File: config.mk
export PLATFORM = sky130hd
export DESIGN_NAME = absolute_loader_tape_parser_core
export DESIGN_NICKNAME = d
export VERILOG_FILES = /design/src/rtl/altp_pkg.sv /design/src/rtl/altp_fsm.sv /design/src/rtl/altp_skid.sv /design/src/rtl/absolute_loader_tape_parser_core.sv
export SDC_FILE = /design/constraint.sdc
export NUM_CORES = 1
export LEC_CHECK = 0
export ABC_AREA = 1
export ABC_CLOCK_PERIOD_IN_PS = 3000
export BUFFER_PORTS_ARGS = -buffer_cell sky130_fd_sc_hd__buf_2
export CAP_MARGIN = 5
export CELL_PAD_IN_SITES_DETAIL_PLACEMENT = 1
export CELL_PAD_IN_SITES_GLOBAL_PLACEMENT = 2
export CORE_AREA = 2 2 154 156
export CTS_BUF_LIST = sky130_fd_sc_hd__clkbuf_8
export CTS_CLUSTER_SIZE = 28
export DETAILED_ROUTE_END_ITERATION = 8
export DIE_AREA = 0 0 156 158
export GPL_TIMING_DRIVEN = 0
export PLACE_DENSITY = 0.8
export SLEW_MARGIN = 20
export SYNTH_ARGS = -nofsm -noshare
export SYNTH_HDL_FRONTEND = slang
export SYNTH_HIERARCHICAL = 1
export SYNTH_SLANG_ARGS = --single-unit
File: constraint.sdc
create_clock -name clk -period 3 [get_ports clk]
set_input_delay 0.6 -clock clk [delete_from_list [all_inputs] [get_ports clk]]
set_output_delay 0.6 -clock clk [all_outputs]
set_load 0.1 [all_outputs]
File: src/rtl/altp_pkg.sv
`default_nettype none
// ----------------------------------------------------------------------------
// altp_pkg: shared types and codes for the absolute loader tape parser
// Beat layouts for the tape and result channels, and the outcome codes.
// ----------------------------------------------------------------------------
package altp_pkg;

  localparam int unsigned ADDR_BITS = 16;

  // Outcome codes, sticky once not loading
  localparam logic [1:0] ST_LOADING = 2'd0;
  localparam logic [1:0] ST_OK      = 2'd1;
  localparam logic [1:0] ST_BOTCH   = 2'd2;
  localparam logic [1:0] ST_RANGE   = 2'd3;

  // Default target memory size in 16-bit words
  localparam logic [15:0] MEM_WORDS_RESET = 16'd32768;

  typedef struct packed {
    logic [7:0] tape_byte;
    logic       end_of_tape;
  } tape_beat_t;

  typedef struct packed {
    logic                 write_valid;
    logic [ADDR_BITS-1:0] write_address;
    logic [7:0]           write_data;
    logic [1:0]           status;
  } result_beat_t;

endpackage : altp_pkg
`default_nettype wire

File: src/rtl/altp_fsm.sv
`default_nettype none
// ----------------------------------------------------------------------------
// altp_fsm: block parser state and per-byte step logic
// Holds phase, running sum, byte count, load address and outcome; computes
// the result beat for one tape beat and commits the new state on a step.
// ----------------------------------------------------------------------------
module altp_fsm import altp_pkg::*; (
  input  wire logic         clk,
  input  wire logic         rst,
  input  wire logic         step,
  input  wire tape_beat_t   tape,
  input  wire logic [15:0]  target_words,
  output result_beat_t      result
);

  localparam logic [2:0] PH_SCAN   = 3'd0;
  localparam logic [2:0] PH_ZERO   = 3'd1;
  localparam logic [2:0] PH_CNT_LO = 3'd2;
  localparam logic [2:0] PH_CNT_HI = 3'd3;
  localparam logic [2:0] PH_ADR_LO = 3'd4;
  localparam logic [2:0] PH_ADR_HI = 3'd5;
  localparam logic [2:0] PH_DATA   = 3'd6;
  localparam logic [2:0] PH_CKSUM  = 3'd7;

  logic [2:0]           phase, phase_next;
  logic [7:0]           running_sum, running_sum_next;
  logic [15:0]          bytes_left, bytes_left_next;
  logic [ADDR_BITS-1:0] load_address, load_address_next;
  logic [7:0]           low_byte_hold, low_byte_hold_next;
  logic [1:0]           outcome, outcome_next;

  logic [7:0]           sum_add;
  logic [15:0]          word_in;
  logic [15:0]          count_less_hdr;
  logic [15:0]          count_less_one;
  logic                 out_of_range;

  assign sum_add        = running_sum + tape.tape_byte;
  assign word_in        = {tape.tape_byte, low_byte_hold};
  assign count_less_hdr = bytes_left - 16'd6;
  assign count_less_one = bytes_left - 16'd1;
  // byte address must stay below twice the word count
  assign out_of_range   = {1'b0, load_address} >= {target_words, 1'b0};

  always_comb begin
    phase_next         = phase;
    running_sum_next   = running_sum;
    bytes_left_next    = bytes_left;
    load_address_next  = load_address;
    low_byte_hold_next = low_byte_hold;
    outcome_next       = outcome;
    result             = '0;

    if (outcome == ST_LOADING) begin
      if (tape.end_of_tape) begin
        if (phase == PH_SCAN || phase == PH_ZERO) begin
          outcome_next = ST_OK;
        end else begin
          outcome_next = ST_BOTCH;
        end
      end else begin
        case (phase)
          PH_ZERO: begin
            // drop a non-zero byte after 001 and go back to leader scan
            if (tape.tape_byte == 8'd0) begin
              phase_next = PH_CNT_LO;
            end else begin
              phase_next = PH_SCAN;
            end
          end
          PH_CNT_LO, PH_ADR_LO: begin
            running_sum_next   = sum_add;
            low_byte_hold_next = tape.tape_byte;
            phase_next         = phase + 3'd1;
          end
          PH_CNT_HI: begin
            running_sum_next = sum_add;
            bytes_left_next  = word_in;
            phase_next       = PH_ADR_LO;
          end
          PH_ADR_HI: begin
            running_sum_next  = sum_add;
            load_address_next = word_in;
            if (word_in == 16'd1) begin
              outcome_next = ST_OK;
            end else if (bytes_left == 16'd0) begin
              phase_next = PH_SCAN;
            end else begin
              bytes_left_next = count_less_hdr;
              phase_next      = (count_less_hdr == 16'd0) ? PH_CKSUM : PH_DATA;
            end
          end
          PH_DATA: begin
            running_sum_next = sum_add;
            if (out_of_range) begin
              outcome_next = ST_RANGE;
            end else begin
              result.write_valid   = 1'b1;
              result.write_address = load_address;
              result.write_data    = tape.tape_byte;
              load_address_next    = load_address + ADDR_BITS'(1);
              bytes_left_next      = count_less_one;
              if (count_less_one == 16'd0) begin
                phase_next = PH_CKSUM;
              end
            end
          end
          PH_CKSUM: begin
            running_sum_next = sum_add;
            if (sum_add != 8'd0) begin
              outcome_next = ST_BOTCH;
            end else begin
              phase_next = PH_SCAN;
            end
          end
          default: begin
            // leader scan: a 001 opens a block and seeds the sum
            if (tape.tape_byte == 8'd1) begin
              running_sum_next = 8'd1;
              phase_next       = PH_ZERO;
            end else begin
              running_sum_next = 8'd0;
              phase_next       = PH_SCAN;
            end
          end
        endcase
      end
    end

    result.status = outcome_next;
  end

  always_ff @(posedge clk) begin
    if (rst) begin
      phase         <= PH_SCAN;
      running_sum   <= '0;
      bytes_left    <= '0;
      load_address  <= '0;
      low_byte_hold <= '0;
      outcome       <= ST_LOADING;
    end else if (step) begin
      phase         <= phase_next;
      running_sum   <= running_sum_next;
      bytes_left    <= bytes_left_next;
      load_address  <= load_address_next;
      low_byte_hold <= low_byte_hold_next;
      outcome       <= outcome_next;
    end
  end

endmodule : altp_fsm
`default_nettype wire

File: src/rtl/altp_skid.sv
`default_nettype none
// ----------------------------------------------------------------------------
// altp_skid: two-entry result queue
// Registers result beats; holds one spare slot so a new beat can enter
// while the head beat is stalled.
// ----------------------------------------------------------------------------
module altp_skid import altp_pkg::*; (
  input  wire logic         clk,
  input  wire logic         rst,
  input  wire logic         push,
  input  wire result_beat_t push_data,
  output logic              full,
  output logic              head_valid,
  output result_beat_t      head,
  input  wire logic         head_stall
);

  result_beat_t tail;
  logic [1:0]   count;
  logic         pop;

  assign pop        = head_valid && !head_stall;
  assign head_valid = (count != 2'd0);
  assign full       = (count == 2'd2);

  always_ff @(posedge clk) begin
    if (rst) begin
      count <= 2'd0;
    end else begin
      case (count)
        2'd0: begin
          if (push) begin
            count <= 2'd1;
          end
        end
        2'd1: begin
          if (push && !pop) begin
            count <= 2'd2;
          end else if (!push && pop) begin
            count <= 2'd0;
          end
        end
        2'd2: begin
          if (pop) begin
            count <= 2'd1;
          end
        end
        default: begin
          count <= 2'd0;
        end
      endcase
    end
  end

  // payload slots, no reset
  always_ff @(posedge clk) begin
    case (count)
      2'd0: begin
        if (push) begin
          head <= push_data;
        end
      end
      2'd1: begin
        if (push && pop) begin
          head <= push_data;
        end else if (push) begin
          tail <= push_data;
        end
      end
      2'd2: begin
        if (pop) begin
          head <= tail;
        end
      end
      default: begin
        head <= head;
      end
    endcase
  end

endmodule : altp_skid
`default_nettype wire

File: src/rtl/absolute_loader_tape_parser_core.sv
`default_nettype none
// ----------------------------------------------------------------------------
// absolute_loader_tape_parser_core: absolute loader paper tape parser
// Parses a tape image beat by beat into byte deposits for target memory and
// reports a sticky load outcome (loading, ok, tape botch, out of range).
// ----------------------------------------------------------------------------
//
//  channel  | handshake           | beat
//  ---------+---------------------+--------------------------------------
//  tape     | tape_valid/stall    | tape_beat_t: tape_byte, end_of_tape
//  result   | result_valid/stall  | result_beat_t: write_valid, address,
//           |                     |   data, status
//  cfg      | cfg_valid/ready     | target_words (16 bits)
//
//  One tape beat per cycle while tape_stall is low: the parser state updates
//  at the accepting edge and its single result beat enters the result queue.
//  A two-entry result queue lets one more tape beat in while the head result
//  is stalled; tape_stall rises only when both entries are occupied.
//  Synchronous reset returns to leader scan, outcome loading, target_words
//  32768; cfg writes are taken every cycle.
// ----------------------------------------------------------------------------
module absolute_loader_tape_parser_core import altp_pkg::*; (
  input  wire logic         clk,
  input  wire logic         rst,
  // tape beats in
  input  wire logic         tape_valid,
  output logic              tape_stall,
  input  wire tape_beat_t   tape,
  // result beats out
  output logic              result_valid,
  input  wire logic         result_stall,
  output result_beat_t      result,
  // memory size register
  input  wire logic         cfg_valid,
  output logic              cfg_ready,
  input  wire logic [15:0]  cfg_data
);

  logic         step;
  logic         queue_full;
  logic [15:0]  target_words;
  result_beat_t step_result;

  // Take a tape beat whenever the result queue has a free slot.
  assign tape_stall = queue_full;
  assign step       = tape_valid && !queue_full;

  // Configuration is always writable.
  assign cfg_ready = 1'b1;

  always_ff @(posedge clk) begin
    if (rst) begin
      target_words <= MEM_WORDS_RESET;
    end else if (cfg_valid) begin
      target_words <= cfg_data;
    end
  end

  // Parser: phase, block sum, count and address, step per beat.
  altp_fsm u_fsm (
    .clk          (clk),
    .rst          (rst),
    .step         (step),
    .tape         (tape),
    .target_words (target_words),
    .result       (step_result)
  );

  // Result register plus skid slot.
  altp_skid u_skid (
    .clk        (clk),
    .rst        (rst),
    .push       (step),
    .push_data  (step_result),
    .full       (queue_full),
    .head_valid (result_valid),
    .head       (result),
    .head_stall (result_stall)
  );

  // A deposit only happens while still loading.
  a_write_while_loading: assert property (@(posedge clk) disable iff (rst)
    (result_valid && result.write_valid) |-> (result.status == ST_LOADING))
    else $error("deposit reported with a final status");

  // Idle result beats carry zero address and data.
  a_idle_payload_zero: assert property (@(posedge clk) disable iff (rst)
    (result_valid && !result.write_valid) |->
      (result.write_address == '0 && result.write_data == 8'd0))
    else $error("non-deposit beat carries address or data");

  // Input backpressure only when a result is waiting to be taken.
  a_stall_has_result: assert property (@(posedge clk) disable iff (rst)
    tape_stall |-> result_valid)
    else $error("tape stalled with an empty result queue");

  // A stalled full queue stays full next cycle.
  a_full_holds: assert property (@(posedge clk) disable iff (rst)
    (tape_stall && result_stall) |=> tape_stall)
    else $error("full queue drained while stalled");

endmodule : absolute_loader_tape_parser_core
`default_nettype wire
==> metrics.yaml <==
worst_hold_path:
  hp-start: "cfg_data[15]"
  hp-class: "in -> reg"
logic_synthesis:
  netlist_top_cells_area: "edfxtp_1 22%, dfxtp_1 19%, nand2_1 13%"
  syn_area_sq_um: 7482
  synth_fp_nets: 1057
  synth_top_cell_by_area: "edfxtp_1"
  syn-instance-count: 987
  synth_warnings: 6
  async_reset_ff_share_pct: 0
  synth_top_area_share_pct: 21.67
  synth.distinct_cells: 52
  synthFlopType: "dfxtp_1"
  synth_seq_cells: 125
  yosysSeqAreaShare_pct: 40.67
  synth_edf_count: 54
  avgSynthCellArea_sq_um: 7.581
floorplan:
  die_h_um: 158
  core_sq_um: 23050
  io_pins: 60
  fp.dieW_um: 156
  start_util_pct: 32.46
  rows: 56
  die_area_sq_um: 24650
critical_path:
  cp_max_fo: 10
  worstSetupPathType: "reg -> reg"
  critPathLaunch: "u_fsm/load_address[10]"
  crit_path_end_kind: "flip-flop"
  reg2reg_slack_ns: 0.37
  worst_ep_required_time_ns: 3.31
  arrival_ns: 2.95
  timing.rr.start: "u_fsm/load_address[10]"
  cp-start-kind: "flip-flop"
layout:
  layout_commonest_cell: "nand2_1"
  drive_above_1_share_pct: 14.67
  layout_common_cells: "261 x nand2_1, 120 x inv_1, 116 x nor2_1, 71 x dfxtp_1"
  fillers: 2857
  final_cell_area_sq_um: 8511
  final_core_util_pct: 36.92
  areaGrowthSynthToFinish_pct: 13.75
  finalNonFillerCells: 1367
  final_nets: 1134
  insertedDiodeCount: 0
timing:
  finalHoldViolations: 0
  finalMaxSlewViolations: 0
  setup_slack_ns: 0.3663
  finalCritPeriodShare_pct: 87.79
  rsz0062_at_grt: "no"
  fmaxAchievable_ghz: 0.3797
  worst_pin_slew_ns: 0.7401
  fin_skew_ns: 0.01185
  finalSetupViolCount: 0
  slew_headroom_pct: 50.55
  period_minus_slack_ns: 2.634
grt:
  overflow: 0
  grt_max_degree: 28
  grtUsageTotal_pct: 18.28
  grt_pass1_vias: 6512
  antenna_found_initial: 0
  grt_pass1_wl_um: 34870
cts:
  cts_tree: "yes"
  cts_setup_buffers: 0
  clk_pin_slew_ns: 0.08
  clk-insertion-delay-late_ns: 0.44
  max-clock-path-buffers: 2
  numCtsBuffers: 17
  htreeDepth: 4
  cts.sinks: 125
  root_buffer: "clkbuf_8"
  cts_hold_buf: 0
routing:
  ant_nets: 0
  post_drt_wl_per_cell_um: 15.99
  drc: 0
  dr.pass1.iters: 5
  wl_um: 21850
  vias_per_cell: 4.762
  drt_iter0_markers: 349
  via_count: 6510
placement:
  pre_cts_slack_ns: -0.2275
  gp_congestion: 0.9245
  placed_area_sq_um: 8150
  dp_hpwl_um: 17120
  dp.cells: 1335
  portBuffers: 58
power_and_ir_drop:
  ir_drop_uv: 590.9
  p_leak_nw: 4.000
  power.density_nw_per_um2: 735.9
status:
  status: "complete, no violations"
run:
  drv_cap: 0
[registers in the layout, summed over array words and instances (netlist names), 3 cells and up]
| register | count |
|---|---|
| u_skid/head | 27 |
| u_fsm/running_sum | 8 |
| u_skid/tail | 27 |
| u_fsm/load_address | 16 |
| u_fsm/bytes_left | 16 |
| u_fsm/low_byte_hold | 8 |
| u_fsm/phase | 3 |
| target_words | 16 |
[final timing paths]
check	end	depth (start not counted)
worst min-delay path	target_words[15]	3
worst min register to register	target_words[13]	2
worst max register to register	u_skid/head[25]	13
worst max-delay path	u_skid/head[25]	13
[metal layers]
metal  track usage [%]  part of all wire (%)  up-vias
li1                  -                     -     3349
met1             25.22                    50     3033
met2             30.11                    46      105
met3             2.628                   3.4       23
met4             4.675                   1.2        0
met5                 0                     0        -
[cell type report]
class | instances | area [sq um] | area share (%)
well taps | 290 | 362.8 | 4.263
clock buffers | 17 | 234.0 | 2.749
inverters | 132 | 508.0 | 5.969
multi-input cells | 701 | 3770 | 44.30
clock inverters | 15 | 110.1 | 1.294
plain buffers | 29 | 192.7 | 2.264
flip-flops and latches | 125 | 3043 | 35.75
repair buffers | 58 | 290.3 | 3.411
[report_power, final]
part           leakage [nW]  switching (mW)  internal, mW
Combinational          2.71            2.20         0.432
Sequential             1.11           0.101          2.17
Clock                 0.181           0.724         0.637
[cells by family after synthesis]
family / synth area share (%)
simple gates: 27.47
buf+inv: 9.365
compound gates: 11.44
flops: 40.67
fa+ha+maj: 6.789
xor+xnor: 4.214
other cells: 0.05012
[through the flow]
stage	TNS, ns	total power [mW]	hold WS (ns)
finish	0	6.263	0.3939
detailed placement	-1.169	4.970	0.4641
floorplan	0	4.495	0.4490
global placement	-37.39	4.909	0.4576
CTS	0	6.340	0.3761
global route	0	6.563	0.4008
[worst max-delay path, cell delays in order, from the launching register on]
cell      delay (ns)
dfxtp_1         0.47
ha_1            0.30
nand2_1         0.07
inv_1           0.03
o21bai_1        0.12
a21oi_1         0.09
nor2_1          0.10
nand2_1         0.18
nor4_2          0.37
inv_1           0.18
buf_2           0.22
nor2_1          0.22
nand2_1         0.08
nand2_1         0.07
[Yosys cell counts (2+ instances only)]
cell	number
nand2_1	261
nor2_1	120
inv_1	117
dfxtp_1	71
a21oi_1	64
edfxtp_1	54
o21ai_0	48
ha_1	39
nand3_1	33
xor2_1	32
inv_2	10
o21ai_1	10
a31oi_1	9
clkbuf_1	9
nand2_2	8
nand4_1	8
nor2_2	7
a211oi_1	6
a22oi_1	6
buf_2	6
buf_4	6
buf_6	5
nor2_4	5
o22ai_1	5
nand2_4	4
nand3b_1	4
nor3_1	4
xnor2_1	4
o221ai_1	3
buf_1	2
clkinv_1	2
inv_4	2
nor4_1	2
o21ai_2	2
or2_1	2
[what timing repair did]
item                                    4_1_cts  5_1_grt
gates resized for setup                       2        3
cloned                                        0        0
endpoints found under the setup margin        7       42
endpoints found under the hold margin         0        0
(Power assumes the default switching activity.)
